**config.mk**
```make
export PLATFORM = sky130hd
export DESIGN_NAME = jpeg_huffman_table_build_decode
export DESIGN_NICKNAME = d
export VERILOG_FILES = /design/src/rtl/hufb_pkg.sv /design/src/rtl/hufb_len_tbl.sv /design/src/rtl/hufb_sym_store.sv /design/src/rtl/jpeg_huffman_table_build_decode.sv
export SDC_FILE = /design/constraint.sdc
export NUM_CORES = 2
export LEC_CHECK = 0
export ABC_CLOCK_PERIOD_IN_PS = 9600
export CAP_MARGIN = 15
export CORE_MARGIN = 1
export CORE_UTILIZATION = 40
export CTS_CLUSTER_DIAMETER = 50
export DETAILED_ROUTE_END_ITERATION = 12
export DONT_BUFFER_PORTS = 1
export RECOVER_POWER = 50
export SETUP_SLACK_MARGIN = 0.05
export SKIP_LAST_GASP = 1
export SYNTH_ARGS = -nofsm -noshare
export SYNTH_HDL_FRONTEND = slang
export SYNTH_HIERARCHICAL = 1
export SYNTH_SLANG_ARGS = --single-unit
```
**constraint.sdc**
```tcl
create_clock -name i_clk -period 9.6 [get_ports i_clk]
set_input_delay 1.92 -clock i_clk [delete_from_list [all_inputs] [get_ports i_clk]]
set_output_delay 1.92 -clock i_clk [all_outputs]
set_load 0.05 [all_outputs]
```
**src/rtl/hufb_pkg.sv**
```systemverilog
// Shared types and constants for the JPEG Huffman table build and decode block.
package hufb_pkg;

    localparam int MAX_CODE_LENGTH_DEF = 16;
    localparam int MAX_SYMBOLS_DEF     = 256;

    localparam int OP_W     = 3;
    localparam int LEN_W    = 5;
    localparam int CNT_W    = 8;
    localparam int SYM_W    = 8;
    localparam int CODE_W   = 16;
    localparam int NEXT_W   = 17;
    localparam int FIDX_W   = 9;
    localparam int IDX_W    = FIDX_W + 1;
    localparam int STATUS_W = 3;

    typedef enum logic [OP_W-1:0] {
        OP_START  = 3'd0,
        OP_COUNT  = 3'd1,
        OP_APPEND = 3'd2,
        OP_FINISH = 3'd3,
        OP_DECODE = 3'd4
    } t_op;

    typedef enum logic [STATUS_W-1:0] {
        ST_OK          = 3'd0,
        ST_SYMBOL      = 3'd1,
        ST_INVALID     = 3'd2,
        ST_NO_COUNT    = 3'd3,
        ST_NO_CODE     = 3'd4,
        ST_COUNTS_LEFT = 3'd5,
        ST_NOT_BUILT   = 3'd6
    } t_status;

    typedef enum logic [1:0] {
        S_IDLE = 2'd0,
        S_TBL  = 2'd1,
        S_SYM  = 2'd2
    } t_state;

    // One entry of the per-length table.
    typedef struct packed {
        logic [CNT_W-1:0]  count;
        logic [CNT_W-1:0]  remain;
        logic [CODE_W-1:0] first_code;
        logic [FIDX_W-1:0] first_index;
    } t_len_entry;

endpackage

```
**src/rtl/hufb_len_tbl.sv**
```systemverilog
// Per-length table memory with per-entry valid bits; invalid entries read as zero.
module hufb_len_tbl import hufb_pkg::*; #(
    parameter int DEPTH = MAX_CODE_LENGTH_DEF,
    parameter int AW    = 4
) (
    input  logic          i_clk,
    input  logic          i_rst_n,
    input  logic          i_clr,
    input  logic [AW-1:0] i_raddr,
    output t_len_entry    o_rdata,
    input  logic          i_we,
    input  logic [AW-1:0] i_waddr,
    input  t_len_entry    i_wdata
);

    t_len_entry       mem [DEPTH];
    logic [DEPTH-1:0] r_vld;
    t_len_entry       r_rdata;
    logic             r_rvld;

    always_ff @(posedge i_clk) begin
        if (i_we) begin
            mem[i_waddr] <= i_wdata;
        end
        r_rdata <= mem[i_raddr];
    end

    always_ff @(posedge i_clk) begin
        if (!i_rst_n || i_clr) begin
            r_vld  <= '0;
            r_rvld <= 1'b0;
        end else begin
            if (i_we) begin
                r_vld[i_waddr] <= 1'b1;
            end
            r_rvld <= r_vld[i_raddr];
        end
    end

    assign o_rdata = r_rvld ? r_rdata : '0;

endmodule

```
**src/rtl/hufb_sym_store.sv**
```systemverilog
// Symbol store: one write port, one registered read port, no reset.
module hufb_sym_store import hufb_pkg::*; #(
    parameter int DEPTH = MAX_SYMBOLS_DEF,
    parameter int AW    = 8
) (
    input  logic             i_clk,
    input  logic             i_we,
    input  logic [AW-1:0]    i_waddr,
    input  logic [SYM_W-1:0] i_wdata,
    input  logic [AW-1:0]    i_raddr,
    output logic [SYM_W-1:0] o_rdata
);

    logic [SYM_W-1:0] mem [DEPTH];
    logic [SYM_W-1:0] r_rdata;

    always_ff @(posedge i_clk) begin
        if (i_we) begin
            mem[i_waddr] <= i_wdata;
        end
        r_rdata <= mem[i_raddr];
    end

    assign o_rdata = r_rdata;

endmodule

```
**src/rtl/jpeg_huffman_table_build_decode.sv**
```systemverilog
// Top level: JPEG canonical Huffman table builder and bit-serial decoder.
//
// Builds a canonical JPEG Huffman code from per-length counts and a symbol
// list, then decodes one stream bit per beat. An item is taken when start is
// high and busy is low; every item yields exactly one result, shown for one
// cycle with o_valid high, and the receiver cannot hold it off. The result of
// an item appears in the cycle after its last work cycle. Start, finish, bad
// operation codes, count writes to an out-of-range length, append errors and
// decodes before the table is built finish without leaving idle (busy never
// rises); count writes to a valid length, appends and decode bits that do not
// yield a symbol also pass through the registered read of the per-length
// table (read-modify-write for builds, first-code lookup for decode), and a
// decode bit that hits a symbol then also reads the symbol store. The
// table state sits in a small per-length memory, cleared by valid bits at
// start-build, and a symbol memory that is never cleared and is read only at
// entries below the loaded count. Lengths with codes still to place are kept
// as a flag vector so the shortest free length is found combinationally.
module jpeg_huffman_table_build_decode import hufb_pkg::*; #(
    parameter int MAX_CODE_LENGTH = MAX_CODE_LENGTH_DEF,
    parameter int MAX_SYMBOLS     = MAX_SYMBOLS_DEF
) (
    input  logic                i_clk,
    input  logic                i_rst_n,
    input  logic                start,
    output logic                busy,
    input  logic [OP_W-1:0]     i_operation,
    input  logic [LEN_W-1:0]    i_length_index,
    input  logic [CNT_W-1:0]    i_length_count,
    input  logic [SYM_W-1:0]    i_symbol_value,
    input  logic                i_code_bit,
    output logic                o_valid,
    output logic [SYM_W-1:0]    o_decoded_symbol,
    output logic [STATUS_W-1:0] o_status,
    output logic [LEN_W-1:0]    o_matched_length
);

    localparam int LEN_AW = (MAX_CODE_LENGTH > 1) ? $clog2(MAX_CODE_LENGTH) : 1;
    localparam int SYM_AW = $clog2(MAX_SYMBOLS);
    localparam int NSYM_W = $clog2(MAX_SYMBOLS + 1);

    // control state
    t_state                     r_state, n_state;
    logic [NEXT_W-1:0]          r_next_code, n_next_code;
    logic [LEN_W-1:0]           r_build_len, n_build_len;
    logic [NSYM_W-1:0]          r_nsym, n_nsym;
    logic [CODE_W-1:0]          r_dec_code, n_dec_code;
    logic [LEN_W-1:0]           r_dec_len, n_dec_len;
    logic [LEN_W-1:0]           r_longest, n_longest;
    logic                       r_ready, n_ready;
    logic [MAX_CODE_LENGTH-1:0] r_rem_nz, n_rem_nz;   // lengths with codes left

    // pending item
    t_op                        r_op, n_op;
    logic [CNT_W-1:0]           r_cnt, n_cnt;
    logic [SYM_W-1:0]           r_sym, n_sym;
    logic [NEXT_W-1:0]          r_pcode, n_pcode;
    logic [LEN_W-1:0]           r_plen, n_plen;

    // result beat
    logic                       r_o_valid, n_o_valid;
    logic [SYM_W-1:0]           r_o_sym, n_o_sym;
    t_status                    r_o_status, n_o_status;
    logic [LEN_W-1:0]           r_o_len, n_o_len;

    // memories
    logic [LEN_AW-1:0]          tbl_raddr, tbl_waddr;
    logic                       tbl_we, tbl_clr;
    t_len_entry                 tbl_rdata, tbl_wdata;
    logic                       sym_we;
    logic [SYM_AW-1:0]          sym_waddr, sym_raddr;
    logic [SYM_W-1:0]           sym_rdata;

    // append path
    logic                       scan_found;
    logic [LEN_AW-1:0]          scan_idx;
    logic [LEN_W-1:0]           app_len;
    logic [3:0]                 app_shift;
    logic [NEXT_W-1:0]          app_code;
    logic                       app_fits;
    logic                       nsym_full;

    // decode path
    logic [CNT_W-1:0]           dec_placed;
    logic [CODE_W-1:0]          dec_diff;
    logic                       dec_hit;
    logic [IDX_W-1:0]           dec_idx;
    logic                       dec_idx_ok;
    logic [LEN_AW-1:0]          upd_idx;

    hufb_len_tbl #(
        .DEPTH (MAX_CODE_LENGTH),
        .AW    (LEN_AW)
    ) u_len_tbl (
        .i_clk   (i_clk),
        .i_rst_n (i_rst_n),
        .i_clr   (tbl_clr),
        .i_raddr (tbl_raddr),
        .o_rdata (tbl_rdata),
        .i_we    (tbl_we),
        .i_waddr (tbl_waddr),
        .i_wdata (tbl_wdata)
    );

    hufb_sym_store #(
        .DEPTH (MAX_SYMBOLS),
        .AW    (SYM_AW)
    ) u_sym_store (
        .i_clk   (i_clk),
        .i_we    (sym_we),
        .i_waddr (sym_waddr),
        .i_wdata (r_sym),
        .i_raddr (sym_raddr),
        .o_rdata (sym_rdata)
    );

    // Shortest length at or above the build length that still has codes left.
    always_comb begin
        scan_found = 1'b0;
        scan_idx   = '0;
        for (int i = 0; i < MAX_CODE_LENGTH; i++) begin
            if (!scan_found && r_rem_nz[i] && (LEN_W'(i + 1) >= r_build_len)) begin
                scan_found = 1'b1;
                scan_idx   = LEN_AW'(i);
            end
        end
    end

    assign app_len   = LEN_W'(scan_idx) + LEN_W'(1);
    assign app_shift = 4'(app_len - r_build_len);
    assign app_code  = NEXT_W'(r_next_code << app_shift);
    assign app_fits  = (app_code >> app_len) == '0;
    assign nsym_full = r_nsym >= NSYM_W'(MAX_SYMBOLS);

    // decode compare against the entry read for the candidate length
    assign dec_placed = tbl_rdata.count - tbl_rdata.remain;
    assign dec_diff   = r_pcode[CODE_W-1:0] - tbl_rdata.first_code;
    assign dec_hit    = (dec_placed != '0) && (r_pcode[CODE_W-1:0] >= tbl_rdata.first_code)
                        && (dec_diff < CODE_W'(dec_placed));
    assign dec_idx    = IDX_W'(tbl_rdata.first_index) + IDX_W'(dec_diff[CNT_W-1:0]);
    assign dec_idx_ok = (dec_idx < IDX_W'(r_nsym)) && (dec_idx < IDX_W'(MAX_SYMBOLS));
    assign upd_idx    = LEN_AW'(r_plen - LEN_W'(1));

    always_comb begin
        t_len_entry ent;
        ent         = tbl_rdata;

        n_state     = r_state;
        n_next_code = r_next_code;
        n_build_len = r_build_len;
        n_nsym      = r_nsym;
        n_dec_code  = r_dec_code;
        n_dec_len   = r_dec_len;
        n_longest   = r_longest;
        n_ready     = r_ready;
        n_rem_nz    = r_rem_nz;
        n_op        = r_op;
        n_cnt       = r_cnt;
        n_sym       = r_sym;
        n_pcode     = r_pcode;
        n_plen      = r_plen;

        n_o_valid   = 1'b0;
        n_o_sym     = '0;
        n_o_status  = ST_OK;
        n_o_len     = '0;

        tbl_raddr   = '0;
        tbl_clr     = 1'b0;
        tbl_we      = 1'b0;
        tbl_waddr   = upd_idx;
        tbl_wdata   = tbl_rdata;
        sym_we      = 1'b0;
        sym_waddr   = r_nsym[SYM_AW-1:0];
        sym_raddr   = dec_idx[SYM_AW-1:0];

        unique case (r_state)
            S_IDLE: begin
                if (start) begin
                    n_op  = t_op'(i_operation);
                    n_cnt = i_length_count;
                    n_sym = i_symbol_value;
                    unique case (t_op'(i_operation))
                        OP_START: begin
                            tbl_clr     = 1'b1;
                            n_rem_nz    = '0;
                            n_next_code = '0;
                            n_build_len = LEN_W'(1);
                            n_nsym      = '0;
                            n_longest   = '0;
                            n_ready     = 1'b0;
                            n_dec_code  = '0;
                            n_dec_len   = '0;
                            n_o_valid   = 1'b1;
                        end
                        OP_COUNT: begin
                            n_ready    = 1'b0;
                            n_dec_code = '0;
                            n_dec_len  = '0;
                            if (i_length_index >= LEN_W'(1) &&
                                i_length_index <= LEN_W'(MAX_CODE_LENGTH)) begin
                                tbl_raddr = LEN_AW'(i_length_index - LEN_W'(1));
                                n_plen    = i_length_index;
                                n_state   = S_TBL;
                            end else begin
                                n_o_valid = 1'b1;
                            end
                        end
                        OP_APPEND: begin
                            n_ready    = 1'b0;
                            n_dec_code = '0;
                            n_dec_len  = '0;
                            if (!scan_found) begin
                                n_o_valid  = 1'b1;
                                n_o_status = ST_NO_COUNT;
                            end else begin
                                n_next_code = app_code;
                                n_build_len = app_len;
                                if (!app_fits || nsym_full) begin
                                    n_o_valid  = 1'b1;
                                    n_o_status = ST_NO_CODE;
                                end else begin
                                    tbl_raddr = scan_idx;
                                    n_plen    = app_len;
                                    n_pcode   = app_code;
                                    n_state   = S_TBL;
                                end
                            end
                        end
                        OP_FINISH: begin
                            n_dec_code = '0;
                            n_dec_len  = '0;
                            n_o_valid  = 1'b1;
                            if (|r_rem_nz) begin
                                n_ready    = 1'b0;
                                n_o_status = ST_COUNTS_LEFT;
                            end else begin
                                n_ready = 1'b1;
                            end
                        end
                        OP_DECODE: begin
                            if (!r_ready) begin
                                n_dec_code = '0;
                                n_dec_len  = '0;
                                n_o_valid  = 1'b1;
                                n_o_status = ST_NOT_BUILT;
                            end else begin
                                // decode length stays below the longest length
                                n_pcode   = NEXT_W'({r_dec_code[CODE_W-2:0], i_code_bit});
                                n_plen    = r_dec_len + LEN_W'(1);
                                tbl_raddr = LEN_AW'(r_dec_len);
                                n_state   = S_TBL;
                            end
                        end
                        default: begin
                            n_o_valid = 1'b1;
                        end
                    endcase
                end
            end

            S_TBL: begin
                n_state = S_IDLE;
                case (r_op)
                    OP_COUNT: begin
                        ent.count        = r_cnt;
                        ent.remain       = r_cnt;
                        tbl_we           = 1'b1;
                        tbl_wdata        = ent;
                        n_rem_nz[upd_idx] = r_cnt != '0;
                        n_o_valid        = 1'b1;
                    end
                    OP_APPEND: begin
                        if (tbl_rdata.remain == tbl_rdata.count) begin
                            ent.first_code  = r_pcode[CODE_W-1:0];
                            ent.first_index = FIDX_W'(r_nsym);
                        end
                        ent.remain        = tbl_rdata.remain - CNT_W'(1);
                        tbl_we            = 1'b1;
                        tbl_wdata         = ent;
                        n_rem_nz[upd_idx] = tbl_rdata.remain != CNT_W'(1);
                        sym_we            = 1'b1;
                        n_nsym            = r_nsym + NSYM_W'(1);
                        n_next_code       = r_pcode + NEXT_W'(1);
                        n_longest         = r_plen;
                        n_o_valid         = 1'b1;
                    end
                    default: begin
                        // decode: compare, then fetch the symbol on a hit
                        if (dec_hit) begin
                            n_dec_code = '0;
                            n_dec_len  = '0;
                            if (dec_idx_ok) begin
                                n_state = S_SYM;
                            end else begin
                                n_o_valid  = 1'b1;
                                n_o_status = ST_INVALID;
                            end
                        end else if (r_plen >= r_longest ||
                                     r_plen >= LEN_W'(MAX_CODE_LENGTH)) begin
                            n_dec_code = '0;
                            n_dec_len  = '0;
                            n_o_valid  = 1'b1;
                            n_o_status = ST_INVALID;
                        end else begin
                            n_dec_code = r_pcode[CODE_W-1:0];
                            n_dec_len  = r_plen;
                            n_o_valid  = 1'b1;
                        end
                    end
                endcase
            end

            S_SYM: begin
                n_state    = S_IDLE;
                n_o_valid  = 1'b1;
                n_o_status = ST_SYMBOL;
                n_o_sym    = sym_rdata;
                n_o_len    = r_plen;
            end

            default: begin
                n_state = S_IDLE;
            end
        endcase
    end

    always_ff @(posedge i_clk) begin
        if (!i_rst_n) begin
            r_state     <= S_IDLE;
            r_next_code <= '0;
            r_build_len <= LEN_W'(1);
            r_nsym      <= '0;
            r_dec_code  <= '0;
            r_dec_len   <= '0;
            r_longest   <= '0;
            r_ready     <= 1'b0;
            r_rem_nz    <= '0;
            r_o_valid   <= 1'b0;
        end else begin
            r_state     <= n_state;
            r_next_code <= n_next_code;
            r_build_len <= n_build_len;
            r_nsym      <= n_nsym;
            r_dec_code  <= n_dec_code;
            r_dec_len   <= n_dec_len;
            r_longest   <= n_longest;
            r_ready     <= n_ready;
            r_rem_nz    <= n_rem_nz;
            r_o_valid   <= n_o_valid;
        end
    end

    always_ff @(posedge i_clk) begin
        r_op       <= n_op;
        r_cnt      <= n_cnt;
        r_sym      <= n_sym;
        r_pcode    <= n_pcode;
        r_plen     <= n_plen;
        r_o_sym    <= n_o_sym;
        r_o_status <= n_o_status;
        r_o_len    <= n_o_len;
    end

    assign busy             = r_state != S_IDLE;
    assign o_valid          = r_o_valid;
    assign o_decoded_symbol = r_o_sym;
    assign o_status         = r_o_status;
    assign o_matched_length = r_o_len;

endmodule

```
Word-level counts from Yosys, hierarchy flattened
Memories as Yosys holds them, arrays and structs flattened. A register that Yosys moved wholly into a read port is not among the register bits.
Index checks and enable logic that the tools add are counted.
- bits in registers: 150
- bits in latches: 0
- memory bits (writable): 2704
- ROM bits: 0
- bits of input ports: 28
- logic and storage cells: 306
- memories kept: 2
- memory list (memory ; depth ; width ; rd ports ; clocked after Yosys merged registers in ; wr ports ; RTL line ; text):
    u_sym_store.mem ; 256 ; 8 ; 1 ; 1 ; 1 ; hufb_sym_store.sv:14 ; logic [SYM_W-1:0] mem [DEPTH];
    u_len_tbl.mem ; 16 ; 41 ; 1 ; 1 ; 1 ; hufb_len_tbl.sv:16 ; t_len_entry mem [DEPTH];
- add/subtract/negate cells: 11
- $mul: 0
- div/mod/pow operators: 0
- $lt $le $gt $ge: 28
- equality and inequality tests: 27
- shifts and indexed selects: 2
- multiplexer cells: 134
- bitwise logic cells: 1
- reductions and logical operators: 81
- operators by type and width (operator ; count):
    $mux W17 ; 6
    $pmux W17 S2 ; 3
    $mux W41 ; 2
    $pmux W41 S2 ; 1
    $mux W4 ; 20
    $mux W15 ; 5
    $mux W5 ; 13
    $pmux W16 S2 ; 2
    $pmux W15 S2 ; 2
    $ge A4 B5 Y1 const A ; 8
    $pmux W5 S2 ; 4
    $mux W1 ; 39
    $logic_and A1 B1 Y1 ; 36
    $bwmux W16 ; 2
    $mux W16 ; 2
    $mux W9 ; 3
    $mux W25 ; 1
    $mux W3 ; 7
    $ge A3 B5 Y1 const A ; 4
    $mux W2 ; 10
    $ne A3 B3 Y1 const B ; 6
    $pmux W3 S3 ; 2
    $pmux W9 S2 ; 1
    $add A17 B1 Y17 const B ; 1
    other kinds (64) ; 104

Logic depth before layout (Yosys ltp)
- depth after elaboration: 77
- depth in mapped cells: 31
- mapped depth without buffers: 24

Cells and area by module
Netlist, hierarchy kept.
- modules (own cells, without submodules) (module ; times used ; cells an instance ; area an instance (um^2) ; sequential area each (um^2)):
    hufb_sym_store ; 1 ; 3733 ; 79556.3 ; 61659.1
    hufb_len_tbl ; 1 ; 1165 ; 26311.5 ; 20860.0
    jpeg_huffman_table_build_decode ; 1 ; 1198 ; 10010.9 ; 3072.9

Worst setup path before layout
No wires, ideal clock.
- path kind: reg-to-reg
- start: reg r_build_len[1]
- end: reg, netlist name u_len_tbl/r_rdata[10]
- library setup time: 120 ps
- arrival time: 6667 ps
- slack: 2813 ps
- cell stages (with the launch flop): 27
- buffers on the path: 6
- period minus slack after synthesis: 6787 ps
- cells stage by stage: dfxtp_1 buf_6 nor4_1 a22oi_2 and3_1 o211a_1 nor2_1 inv_1 buf_2 ha_1 inv_1 fa_1 clkbuf_1 clkbuf_1 mux4_2 mux2_2 or3_1 a32oi_1 nand4_1 nor4b_4 nand3_1 a21oi_1 buf_2 buf_2 mux4_2 a22oi_1 nand2_1
- cells in the longest elaborated chain, start to end: 75
- elaborated cells between the ends (all ways): 105
- RTL lines (item ; RTL line ; text):
    from (decl) ; jpeg_huffman_table_build_decode.sv:44 ; logic [LEN_W-1:0] r_build_len, n_build_len;
    from (signal assigned) ; jpeg_huffman_table_build_decode.sv:342 ; r_build_len <= n_build_len;
    $ge A1 B5 Y1 ; jpeg_huffman_table_build_decode.sv:121 ; if (!scan_found && r_rem_nz[i] && (LEN_W'(i + 1) >= r_build_len)) begin
    $logic_and A1 B1 Y1 ; jpeg_huffman_table_build_decode.sv:121 ;
    $mux W1 ; jpeg_huffman_table_build_decode.sv:121 ;
    $logic_not A1 Y1 ; jpeg_huffman_table_build_decode.sv:121 ;
    $logic_and A1 B1 Y1 (2 in series) ; jpeg_huffman_table_build_decode.sv:121 ;
    $mux W1 ; jpeg_huffman_table_build_decode.sv:121 ;
    $logic_not A1 Y1 ; jpeg_huffman_table_build_decode.sv:121 ;
    $logic_and A1 B1 Y1 (2 in series) ; jpeg_huffman_table_build_decode.sv:121 ;
    (+58 left out) ; - ;
    $logic_not A1 Y1 ; jpeg_huffman_table_build_decode.sv:218 ; if (!app_fits || nsym_full) begin
    $logic_or A1 B1 Y1 ; jpeg_huffman_table_build_decode.sv:218 ;
    $mux W4 ; jpeg_huffman_table_build_decode.sv:218 ;
    $mux W4 (*) ; jpeg_huffman_table_build_decode.sv:212 ; if (!scan_found) begin
    $pmux W4 S3 (*) ; jpeg_huffman_table_build_decode.sv:182 ; unique case (t_op'(i_operation))
    $mux W4 (*) ; jpeg_huffman_table_build_decode.sv:178 ; if (start) begin
    $mux W4 (*) ; jpeg_huffman_table_build_decode.sv:176 ; unique case (r_state)
    named net tbl_raddr[0] ; jpeg_huffman_table_build_decode.sv:66 ; logic [LEN_AW-1:0] tbl_raddr, tbl_waddr;
The timed path passes the listed nets; every way through them passes the cells marked *.
A chain may end at the register's enable or synchronous reset.

Worst setup path after layout
- start: reg r_build_len[3]
- end: reg, netlist name u_len_tbl/r_rdata[11]
- cells in the longest elaborated chain, start to end: 75
- elaborated cells between the ends (all ways): 105
- RTL lines (item ; RTL line):
    $ge A1 B5 Y1 ; jpeg_huffman_table_build_decode.sv:121
    $logic_and A1 B1 Y1 ; jpeg_huffman_table_build_decode.sv:121
    $mux W1 ; jpeg_huffman_table_build_decode.sv:121
    $logic_not A1 Y1 ; jpeg_huffman_table_build_decode.sv:121
    $logic_and A1 B1 Y1 (2 in series) ; jpeg_huffman_table_build_decode.sv:121
    $mux W1 ; jpeg_huffman_table_build_decode.sv:121
    $logic_not A1 Y1 ; jpeg_huffman_table_build_decode.sv:121
    $logic_and A1 B1 Y1 (2 in series) ; jpeg_huffman_table_build_decode.sv:121
    (+58 left out) ; -
    $logic_not A1 Y1 ; jpeg_huffman_table_build_decode.sv:218
    $logic_or A1 B1 Y1 ; jpeg_huffman_table_build_decode.sv:218
    $mux W4 ; jpeg_huffman_table_build_decode.sv:218
    $mux W4 (*) ; jpeg_huffman_table_build_decode.sv:212
    $pmux W4 S3 (*) ; jpeg_huffman_table_build_decode.sv:182
    $mux W4 (*) ; jpeg_huffman_table_build_decode.sv:178
    $mux W4 (*) ; jpeg_huffman_table_build_decode.sv:176
    named net tbl_raddr[0] ; jpeg_huffman_table_build_decode.sv:66
Marked as above.

==> flow_summary.ini <==
[detailed_routing]
dr.pass1.iters = 6
postRouteAntennaNets = 0
drt-initial-drc-count = 6590
drc = 0
route.vias.total = 60100
wire_per_inst_microns = 28.6
vias_per_cell = 5.84
drt_wl_total_microns = 295000

[setup_path]
crit_path_max_incr_delay_ns = 1.12
crit_arrival_ns = 9.71
worst-setup-path-type = flop to flop
cp-start-kind = flop
cp_common_cell = a21oi_1
path_cells = nand2_1 > a32o_1 > a22o_1 > or2_2 > a21oi_1 > inv_1 > ha_1 > inv_1 > fa_1 > mux2_2 > nor2_1 > a21oi_1 > mux2i_1 > and2_1 > a21oi_1 > a311oi_1 > nand4_1 > nor4b_4 > nand3_1 > a21oi_4 > buf_12 > mux4_2 > a22oi_1 > nand2_1
cp_data_required_time_ns = 10.30
slowest_stage = fa_1
path_max_fanout = 36
cp-end-kind = flop

[cts]
clkLatencyLatePin_ns = 0.90
path_clk_slew_ns = 0.06
clock-root-buffer = clkbuf_16
tritoncts = done
post_cts_buffers = 0
cts_buffers = 330
cts.path.max_buffers = 4
clock_sinks = 2903
ctsHoldBuffers = 0
cts.repair.resized = 0
cts-htree-levels = 5

[place]
dpl.hpwl_microns = 171000
gp_congestion = 0.853
placed_area_sq_um = 120000
io_buffers = 0

[timing]
setup_violations = 0
slew_headroom_pct = -485
fin_setup_tns_ns = 0
timing.final.hold_violations = 0
rsz0062_at_grt = false
fmaxAchievable_mhz = 111
finClkSkew_ns = 0.0943
period_share_pct = 93.8
tightest_slew_ns = 8.77
fin_hold_ws_ns = 0.439
period_minus_slack_ns = 9.01
slew_viol_final = 2224

[global_routing]
grt_pass1_wl_microns = 428000
antenna_found_initial = 9
overflow = 0
grt_max_degree = 218
grt_usage_pct = 19.9
first_global_vias = 60300

[finish]
fin_area_sq_um = 131000
final_nets = 6339
area_growth_pct = 13.1
nFillCells = 24000
drive_gt1_share_pct = 20.2

[synth]
yosysTopAreaCellShare_pct = 71.1
synthFlopType = edfxtp_1
synth.most_common_cell = edfxtp_1
async_flop_share_pct = 0
synthesis.instances = 6096
syn_nets = 6195
yosysSeqAreaShare_pct = 73.9
ys_types = 92
synthTopCellsByCount = 2745 x edfxtp_1, 630 x mux4_2, 400 x nor2_1, 224 x a22oi_1, 205 x nand2_1
synth_edf_count = 2745
synth-seq-cells = 2903
yosysTopAreaCell = edfxtp_1
syn-cell-area_sq_um = 116000
syn-mean-instance-area_sq_um = 19.0
ys.warnings.count = 6
synthTopCellsByArea = edfxtp_1 71%, mux4_2 12%, dfxtp_1 2.7%

[status]
violations = capacitance limit, slew limit
outcome = finished, violations left

[floorplan]
die_w_microns = 540
start_util_pct = 40.2
core_sq_um = 288000
rows = 197
dieHeight_microns = 540
io_pins = 46
die_area_sq_um = 292000

[power_and_ir_drop]
power.density_nw_per_um2 = 206
ir_drop_mv = 0.153
comb_power_share_pct = 1.3
total_power_uw = 26900
swShare_pct = 19.9
p_leak_uw = 0.0401
pwr-share-seq_pct = 51.5
power.switching_uw = 5370
p_int_uw = 21600
power_frac_clock_pct = 47.2

[min_path]
hold_path_class = flop to flop

[job]
drv_cap = 33
## cells by family (layout without fill, tap and decap cells)
logic type | after synthesis | count (layout) | synth area share [%]
muxes | 818 | 818 | 13.9
adders and majority gates | 71 | 71 | 0.793
buffers and inverters | 437 | 844 | 2.03
xor gates and xnor gates | 47 | 47 | 0.355
DFF | 2903 | 2903 | 73.9
and+or+nand+nor | 998 | 998 | 4.03
AOI/OAI and AO/OA | 822 | 822 | 5.01
other | 0 | 5 | 0
## layout make-up
type / count / area, sq um / share of cell area, %
diodes: 5 / 12.5 / 0.00954
clock buffers: 395 / 8710 / 6.65
clock inverters: 200 / 2290 / 1.74
inverters: 87 / 334 / 0.255
multi-input cells: 2756 / 28200 / 21.5
flip-flops and latches: 2903 / 85600 / 65.3
well taps: 3781 / 4730 / 3.61
repair buffers: 162 / 1230 / 0.938
## routing by layer
metal / track usage, % / routed length [microns] / vias up
met5: 0 / 13 / -
met4: 6.06 / 9190 / 2
met3: 2.98 / 19600 / 491
met2: 32.1 / 142000 / 2311
met1: 28.0 / 124000 / 32000
li1: - / - / 25300
## cells in the final DEF (no fill, tap or decap), types with 29 or more instances in the layout
cell type     n
o21a_1       38
dfxtp_1     158
bufinv_16    42
o21ai_0      81
nor3_1       40
nand3_1      76
nor2b_1      44
clkbuf_16   339
edfxtp_1   2745
clkbuf_1    107
inv_1        84
clkinv_2     43
o221ai_1     55
buf_4        86
a21oi_1     170
a22oi_1     224
ha_1         66
and2_1       59
nor4_1       36
mux2i_1     165
nand2b_1     37
xnor2_1      30
nor2_1      380
nand2_1     205
clkinv_1     60
mux4_2      630
o22ai_1      29
## state kept, by name (all words and copies together) (netlist names), 2 cells and up
| signal | count |
|---|---|
| r_plen | 5 |
| u_len_tbl/r_vld | 16 |
| o_decoded_symbol | 8 |
| r_op | 3 |
| o_status | 3 |
| r_next_code | 17 |
| r_longest | 5 |
| u_sym_store/o_rdata | 8 |
| r_pcode | 17 |
| r_cnt | 8 |
| r_rem_nz | 16 |
| o_matched_length | 5 |
| r_sym | 8 |
| r_state | 2 |
| r_nsym | 9 |
| r_dec_code | 15 |
| r_build_len | 5 |
| u_len_tbl/r_rdata | 41 |
| u_len_tbl/mem | 656 |
| u_sym_store/mem | 2048 |
| r_dec_len | 5 |
## through the flow
stage | util [%] | setup WS (ns) | instances
floorplan | - | 2.81 | 6096
global placement | 41.7 | 1.02 | 9679
detailed placement | 41.7 | 0.759 | 9679
CTS | 45.6 | 0.718 | 10300
global route | 45.5 | 0.130 | 10300
finish | 45.5 | 0.595 | 10300
## critical path, delay by kind of cell (launching register included)
| kind | cells | cell delay [ns] |
|---|---|---|
| compound gates | 8 | 2.56 |
| simple gates | 8 | 1.85 |
| mux | 3 | 1.49 |
| buf+inv | 3 | 0.62 |
| fa+ha+maj | 2 | 1.47 |
| flops | 1 | 0.77 |
## worst paths after layout
| kind | start | to | slack [ns] | cells past startpoint |
|---|---|---|---|---|
| worst max-delay path | r_build_len[3] | u_len_tbl/r_rdata[11] | 0.59 | 24 |
| worst min-delay path | u_sym_store/o_rdata[0] | o_decoded_symbol[0] | 0.44 | 1 |
| worst max register to register | r_build_len[3] | u_len_tbl/r_rdata[11] | 0.59 | 24 |
| worst min register to register | u_sym_store/o_rdata[0] | o_decoded_symbol[0] | 0.44 | 1 |
## power groups by stage
stage               registers, uW  clock network (uW)  logic [uW]
floorplan                   14200                   0         133
global placement            14100                   0         344
detailed placement          14100                   0         357
CTS                         13800               12900         357
global route                13900               13400         375
finish                      13900               12700         349
No activity file was read; power rests on OpenSTA's default activity.
